[config.mk]
export PLATFORM = sky130hd
export DESIGN_NAME = nnt_ctrl
export DESIGN_NICKNAME = d
export VERILOG_FILES = /design/src/hw/rtl/nnt_pkg.sv /design/src/hw/rtl/nnt_ctrl.sv
export SDC_FILE = /design/constraint.sdc
export NUM_CORES = 1
export LEC_CHECK = 0
export ABC_AREA = 1
export ABC_CLOCK_PERIOD_IN_PS = 2100
export CORE_MARGIN = 4
export CORE_UTILIZATION = 25
export CTS_CLUSTER_SIZE = 24
export DETAILED_ROUTE_END_ITERATION = 10
export DONT_BUFFER_PORTS = 1
export GPL_TIMING_DRIVEN = 1
export RECOVER_POWER = 100
export SLEW_MARGIN = 20
export SYNTH_ARGS = -nofsm -noshare
export SYNTH_HDL_FRONTEND = slang
export SYNTH_SLANG_ARGS = --single-unit
[constraint.sdc]
create_clock -name i_clk -period 2.1 [get_ports i_clk]
set_clock_uncertainty 0.2 [all_clocks]
set_input_delay 0.105 -clock i_clk [delete_from_list [all_inputs] [get_ports i_clk]]
set_output_delay 0.105 -clock i_clk [all_outputs]
set_load 0.01 [all_outputs]
[src/hw/rtl/nnt_pkg.sv]
// Package for the nearest neighbor table: sizes, field layout, opcodes and the
// command/status structs shared by the controller and the datapath.
// No dependencies.
`default_nettype none

package nnt_pkg;

    // Storage and search sizing.
    localparam int MAX_POINTS = 1024;
    localparam int NEIGHBORS  = 6;
    localparam int COORD_W    = 16;

    localparam int ADDR_W = $clog2(MAX_POINTS);
    localparam int FILL_W = $clog2(NEIGHBORS + 1);
    localparam int POS_W  = 3 * COORD_W;
    localparam int DIFF_W = COORD_W + 1;
    localparam int SQ_W   = 2 * COORD_W;
    localparam int DIST_W = SQ_W + 2;

    // Fixed field widths of the stream items.
    localparam int IDX_W      = 10;
    localparam int FIELD_W    = 16;
    localparam int CNT_W      = 11;
    localparam int OUT_SLOTS  = 6;
    localparam int OUT_CNT_W  = 3;
    localparam int IN_DATA_W  = 64;
    localparam int OUT_DATA_W = 64;

    // Input tdata layout.
    localparam int IN_IDX_LSB = 0;
    localparam int IN_X_LSB   = IN_IDX_LSB + IDX_W;
    localparam int IN_Y_LSB   = IN_X_LSB + FIELD_W;
    localparam int IN_Z_LSB   = IN_Y_LSB + FIELD_W;

    // Output tdata layout.
    localparam int OUT_CNT_LSB = OUT_SLOTS * IDX_W;

    // Item kinds carried in tuser.
    localparam logic MODE_LOAD  = 1'b0;
    localparam logic MODE_QUERY = 1'b1;

    typedef struct packed {
        logic load_wr;   // write the accepted load item into the store
        logic clear;     // start of a query: reset slots and scan counter
        logic cap_q;     // capture the query position from the read port
        logic issue;     // read the next scanned point
        logic push;      // load the result into the output register
    } t_cmd;

    typedef struct packed {
        logic in_range;   // query index is below the effective point count
        logic scan_last;  // the current scan address is the last point
        logic pipe_empty; // no distance is in flight
        logic out_free;   // output register can take a result this cycle
    } t_sts;

endpackage

`default_nettype wire

[src/hw/rtl/nnt_ctrl.sv]
// Sequencer of the nearest neighbor table: input handshake and query steps.
// Depends on nnt_pkg for the command and status structs.
`default_nettype none

module nnt_ctrl (
    input  wire logic           i_clk,
    input  wire logic           i_rst_n,
    input  wire logic           i_in_valid,
    input  wire logic           i_in_mode,
    output logic                o_in_ready,
    input  wire nnt_pkg::t_sts  i_sts,
    output nnt_pkg::t_cmd       o_cmd
);

    import nnt_pkg::*;

    typedef enum logic [4:0] {
        ST_IDLE  = 5'b00001,
        ST_QPOS  = 5'b00010,
        ST_SCAN  = 5'b00100,
        ST_DRAIN = 5'b01000,
        ST_DONE  = 5'b10000
    } t_state;

    t_state r_state, n_state;

    always_ff @(posedge i_clk) begin
        if (!i_rst_n) begin
            r_state <= ST_IDLE;
        end else begin
            r_state <= n_state;
        end
    end

    always_comb begin
        n_state    = r_state;
        o_cmd      = '0;
        o_in_ready = 1'b0;
        case (r_state)
            ST_IDLE: begin
                o_in_ready = 1'b1;
                if (i_in_valid) begin
                    if (i_in_mode == MODE_LOAD) begin
                        o_cmd.load_wr = 1'b1;
                    end else begin
                        o_cmd.clear = 1'b1;
                        n_state     = i_sts.in_range ? ST_QPOS : ST_DONE;
                    end
                end
            end
            ST_QPOS: begin
                o_cmd.cap_q = 1'b1;
                n_state     = ST_SCAN;
            end
            ST_SCAN: begin
                o_cmd.issue = 1'b1;
                if (i_sts.scan_last) begin
                    n_state = ST_DRAIN;
                end
            end
            ST_DRAIN: begin
                if (i_sts.pipe_empty) begin
                    n_state = ST_DONE;
                end
            end
            ST_DONE: begin
                if (i_sts.out_free) begin
                    o_cmd.push = 1'b1;
                    n_state    = ST_IDLE;
                end
            end
            default: begin
                n_state = ST_IDLE;
            end
        endcase
    end

endmodule

`default_nettype wire

==> results of run 1 <==
-- cell usage after synthesis --
| cell | number |
|---|---|
| a21oi_1 | 1 |
| dfxtp_1 | 5 |
| inv_1 | 10 |
| inv_2 | 2 |
| nand2_1 | 8 |
| nand2_2 | 3 |
| nand3_1 | 4 |
| nand3_2 | 2 |
| nand4_1 | 4 |
| nand4_2 | 1 |
| nor2_1 | 7 |
| nor2_2 | 6 |
| nor2_4 | 2 |
| o21ai_1 | 1 |
-- placed cells by master (no fill, tap or decap), drive strengths merged --
master / instances
nor2: 15
inv: 12
nand2: 11
nand3: 6
dfxtp: 5
nand4: 5
dlygate4sd3: 4
clkbuf: 4
a21oi: 1
o21ai: 1
-- routing by layer --
metal	GRT usage	share of wire	vias to the layer above
met4	0.0682	0.022	0
li1	-	-	191
met2	0.135	0.49	13
met1	0.101	0.43	166
met3	0.0117	0.059	2
met5	0	0	-
-- logic make-up after synthesis --
logic type	synth area share
AOI/OAI and AO/OA	0.0272
buffers and inverters	0.122
and+or+nand+nor	0.578
DFF	0.272
-- worst reg2reg max path, stage by stage, from the launching register on --
cell and delay (ns):
dfxtp_1 0.38, inv_1 0.14, nand4_1 0.17, nand2_2 0.08, nor2_4 0.18, nand2_1 0.07, nand3_1 0.07, dlygate4sd3_1 0.56
-- timing repair --
item	in CTS	in global routing
endpoints found under the setup margin	0	0
endpoints found under the hold margin	5	0
hold buffers	4	0
resized for setup	0	0
-- final cells by class --
cell class,count,share of cell area
inverters,12,0.101
clock buffers,4,0.0587
well taps,15,0.0419
flip-flops and latches,5,0.223
repair buffers,4,0.0894
multi-input cells,39,0.486
-- per-stage QoR --
stage | worst slack [ns] | cells | hold WS (ns) | utilization
finish | 0.200 | 79 | 0.0607 | 0.332
global route | 0.0562 | 79 | 0.0629 | 0.332
CTS | 0.248 | 79 | 0.0625 | 0.335
detailed placement | 0.710 | 71 | -0.00560 | 0.286
global placement | 0.721 | 71 | -0.00674 | 0.286
floorplan | 0.819 | 56 | -0.0109 | -
-- worst max-delay path by stage --
stage               start          to  cells after the start
2_1_floorplan  r_state[3]    o_cmd[4]                      5
5_1_grt        r_state[4]  r_state[0]                      7
6_report       r_state[4]  r_state[0]                      7
3_3_place_gp   r_state[3]    o_cmd[4]                      5
3_5_place_dp   r_state[3]    o_cmd[4]                      5
4_1_cts        r_state[0]  r_state[0]                      7
-- power breakdown --
group | internal [W] | switching (W) | total, W
clock network | 0.0000716 | 0.0000358 | 0.000107
logic | 0.000121 | 0.000218 | 0.000339
registers | 0.000125 | 0.0000322 | 0.000157
==> summary.txt, run 1 <==
First-pass GRT wire length - 1280 um
CTS tree - built
Worst stage delay on the critical path - 0.56 ns
Worst path cell trace - inv_1, nand4_1, nand2_2, nor2_4, nand2_1, nand3_1, dlygate4sd3_1
Chip Width - 46.4 um
Initial Util - 0.272
Largest regs - r_state (5)
Worst min path class - input port to output port
# port buffers - 0
Clock sink count - 5
Buffer count from post-CTS setup fixing - 0
Multi-input logic area - 218 um2
Vias in the first global route - 319
Design area - 448 um2
Period utilisation layout - 0.905
Slew @ Worst Pin - 0.219 ns
Min Clock Period, post-route - 1.90 ns
Final setup fails - 0
Seq cells post-synth - 5
Vias - 372
CP max-delay cell - dlygate4sd3_1
Maximum vdd drop - 0.325 mV
Hold Fails Final Rpt - 0
R2r endpoint - r_state[0]
Number of CTS-inserted buffers - 3
Max Cap Viol - 0
Wirelength, routed - 779 um
RePlAce Congestion - 0.798
Setup CP Type - register to register
Reg clk slew, reported paths - 0.04 ns
Post-Route Setup TNS - 0 ns
Slew HR - 0.854
Final ANT Viol Nets - 0
Run status - finished, final reports clean
Remaining Overflow, GRT - 0
Largest fanout on the critical path - 7
Sequential Area - 100 um2
Worst r2r path cells - 7
Synth warn - 0
Row count - 13
Later-pin clock latency in the skew report - 0.23 ns
Delay-heaviest family, CP - buffers and inverters
Hold path cells - 1
Initial antenna violation count - 0
Setup crit start kind - register
Area leader, netlist - dfxtp_1
Final HPWL DP - 616 um
Layout net count - 73
Clk buf depth - 2
GR Util All Layers - 0.0854
Synth Cell Area - 368 um2
Die area - 2150 um2
Share of cells above drive strength 1 - 0.266
Area contributors post-synth - dfxtp_1, inv_1, nor2_2, nand2_1, nor2_1
Register area share after synthesis - 0.272
Ports - 14
Max reg flops - 5
Mapped Cells - 56
Fillcell total - 145
WL/cell - 9.86 um
Largest net degree at the start of global routing - 8
Via/cell ratio - 4.71
Diodes inserted - 0
Floorplan Core Area - 1350 um2
Setup crit end kind - register
Drt pass-1 iters - 4
Hold path start - i_in_mode
Crit path DAT - 1.87 ns
Netlist cell types - 14
Largest Register - r_state
Fmax - 526 MHz
Buf+Inv Stages, Crit Path - 2
R2r startpoint - r_state[4]
PwrDens - 1350 nW/um2
H-tree levels - 1
Share of the synthesized area in the top cell type - 0.272
Leakage - 0.232 nW
Die Height - 46.4 um
R2R Setup Slk - 0.20 ns
Cell Area, Placed - 387 um2
Post-route DRC - 0
Synthesis-to-layout area growth - 21.8%
Final Power - 0.000603 W
Total nets after synthesis - 64
Max Transition Viols Final - 0
Worst endpoint required time - 2.07 ns
Initial detailed-routing violation count - 9
RSZ-0062 raised after global routing - false
Hold EP - o_cmd[4]
Root Driver - clkbuf_4
Syn avg cell area - 6.57 um2
Power figures use the tool's default switching activity.
==> run 2: changes to the inputs <==
GPL_TIMING_DRIVEN = 0   (was 1)
==> run 2 against run 1 <==
  * Global-route usage fell by 0.71 points
  * Die area did not move
  * Cell area fell by 0.56%
  * Largest power group unchanged
  * Non-clock buffer count did not move
  * Register-to-register slack improved by 0.02 ns
  * Sequential power barely moved
  * Worst hold slack improved by 0.0025 ns
  * Flip-flop and latch count did not move
  * Combinational power rose by 1%
  * Highest routed layer unchanged
  * Critical path depth did not move
==> summary.txt, run 2 (same netlist as run 1, synthesis figures left out) <==
Setup ws final - 0.217 ns
Worst stage delay on the critical path - 0.54 ns
Most frequent cells in the layout - inv_1, nor2_1, nand2_1
Sw Ratio - 0.478
WL/cell - 9.96 um
CP max-delay cell - dlygate4sd3_1
Chip Width - 46.4 um
Drt pass-1 iters - 4
Reg clk slew, reported paths - 0.04 ns
# port buffers - 0
Remaining Overflow, GRT - 0
Synthesis-to-layout area growth - 21.1%
Worst path cell trace - inv_1, nand4_1, nand2_2, nor2_4, nand2_1, nand3_1, dlygate4sd3_1
R2r startpoint - r_state[4]
Post-Route Setup TNS - 0 ns
Instance count on the critical path - 7
Commonest non-fill, non-tap cell in the layout - inv_1
Setup crit end kind - register
Setup crit start kind - register
GRT busiest layer - met2
Grt met1 use - 0.0945
Net Switching - 0.000290 W
Final ANT Viol Nets - 0
Share of cells above drive strength 1 - 0.250
Buf+Inv Stages, Crit Path - 2
Worst endpoint required time - 2.08 ns
Worst r2r path cells - 7
CTS tree - built
Flop pwr share - 0.256
Floorplan Core Area - 1350 um2
Fmax - 531 MHz
Period utilisation layout - 0.896
Clk buf depth - 2
Die area - 2150 um2
Row count - 13
Leakage - 0.233 nW
Final HPWL DP - 628 um
Slew @ Worst Pin - 0.228 ns
Run status - finished, final reports clean
First-pass GRT wire length - 1140 um
Vias - 373
Maximum vdd drop - 0.402 mV
Number of CTS-inserted buffers - 3
Cell internal pwr - 0.000317 W
Diodes inserted - 0
Worst min path class - input port to output port
Fillcell total - 146
Final setup fails - 0
Wirelength, routed - 787 um
Largest net degree at the start of global routing - 8
Combinational share of power - 0.564
Die Height - 46.4 um
Hold path cells - 1
Ports - 14
Post-route DRC - 0
Later-pin clock latency in the skew report - 0.24 ns
Root Driver - clkbuf_4
GR Util All Layers - 0.0783
Max Transition Viols Final - 0
Multi-input logic area - 215 um2
Met2 GRT Util - 0.110
Buffer count from post-CTS setup fixing - 0
Power share of the clock group - 0.180
Sequential Area - 100 um2
Largest Register - r_state
Clock sink count - 5
Crit path from - r_state[4]
Initial detailed-routing violation count - 8
Initial Util - 0.272
Vias in the first global route - 306
Via/cell ratio - 4.72
RePlAce Congestion - 0.763
Pre-CTS WS - 0.700 ns
Layout net count - 73
Crit path DAT - 1.86 ns
Min Clock Period, post-route - 1.88 ns
Slew HR - 0.848
M3 GR Usage - 0
Setup CP Type - register to register
Max Cap Viol - 0
Max reg flops - 5
Largest regs - r_state (5)
Initial antenna violation count - 0
PwrDens - 1360 nW/um2
Hold Fails Final Rpt - 0
H-tree levels - 1
RSZ-0062 raised after global routing - false
Delay-heaviest family, CP - buffers and inverters
Hold path start - i_in_mode
Largest fanout on the critical path - 7
-- run 2: cell counts in the layout (fill, tap and decap cells not counted) --
No cell type changed its count.
-- run 2: power groups by stage --
| stage | registers, W | logic (W) | clock network, W |
|---|---|---|---|
| after floorplan | 0.000154 | 0.000284 | 0 |
| after global placement | 0.000158 | 0.000321 | 0 |
| after detailed placement | 0.000160 | 0.000330 | 0 |
| after CTS | 0.000158 | 0.000351 | 0.000115 |
| after global routing | 0.000161 | 0.000381 | 0.000115 |
| final | 0.000156 | 0.000343 | 0.000109 |
-- run 2: path summary, 6_finish.rpt --
check	end	slack, ns
setup / recovery	r_state[0]	0.22
hold / removal	o_cmd[4]	0.06
setup reg to reg	r_state[0]	0.22
hold reg to reg	r_state[3]	0.35
-- run 2: stage by stage --
stage	power, W	cell area, um2	utilization	hold slack [ns]	cells
3_3_place_gp	0.000479	387	0.286	-0.00739	71
6_report	0.000607	445	0.330	0.0632	79
4_1_cts	0.000624	453	0.335	0.0617	79
2_1_floorplan	0.000438	368	-	-0.0109	56
5_1_grt	0.000657	445	0.330	0.0621	79
3_5_place_dp	0.000490	387	0.286	-0.00700	71
-- run 2: repair_timing --
| item | 4_1_cts | 5_1_grt |
|---|---|---|
| endpoints found under the setup margin | 0 | 0 |
| hold endpoints to repair | 5 | 0 |
| resized for setup | 0 | 0 |
| hold buffers | 4 | 0 |
-- run 2: layer usage --
layer,wire length [um],share of wire,vias to the layer above
met5,0,0,-
met4,19,0.024,0
met3,34,0.043,2
met2,350,0.44,11
met1,382,0.49,170
li1,-,-,190
-- run 2: final cells by class --
| class | count | area share |
|---|---|---|
| clock buffers | 4 | 0.0590 |
| inverters | 12 | 0.101 |
| multi-input cells | 39 | 0.483 |
| flip-flops and latches | 5 | 0.225 |
| well taps | 15 | 0.0421 |
| repair buffers | 4 | 0.0899 |
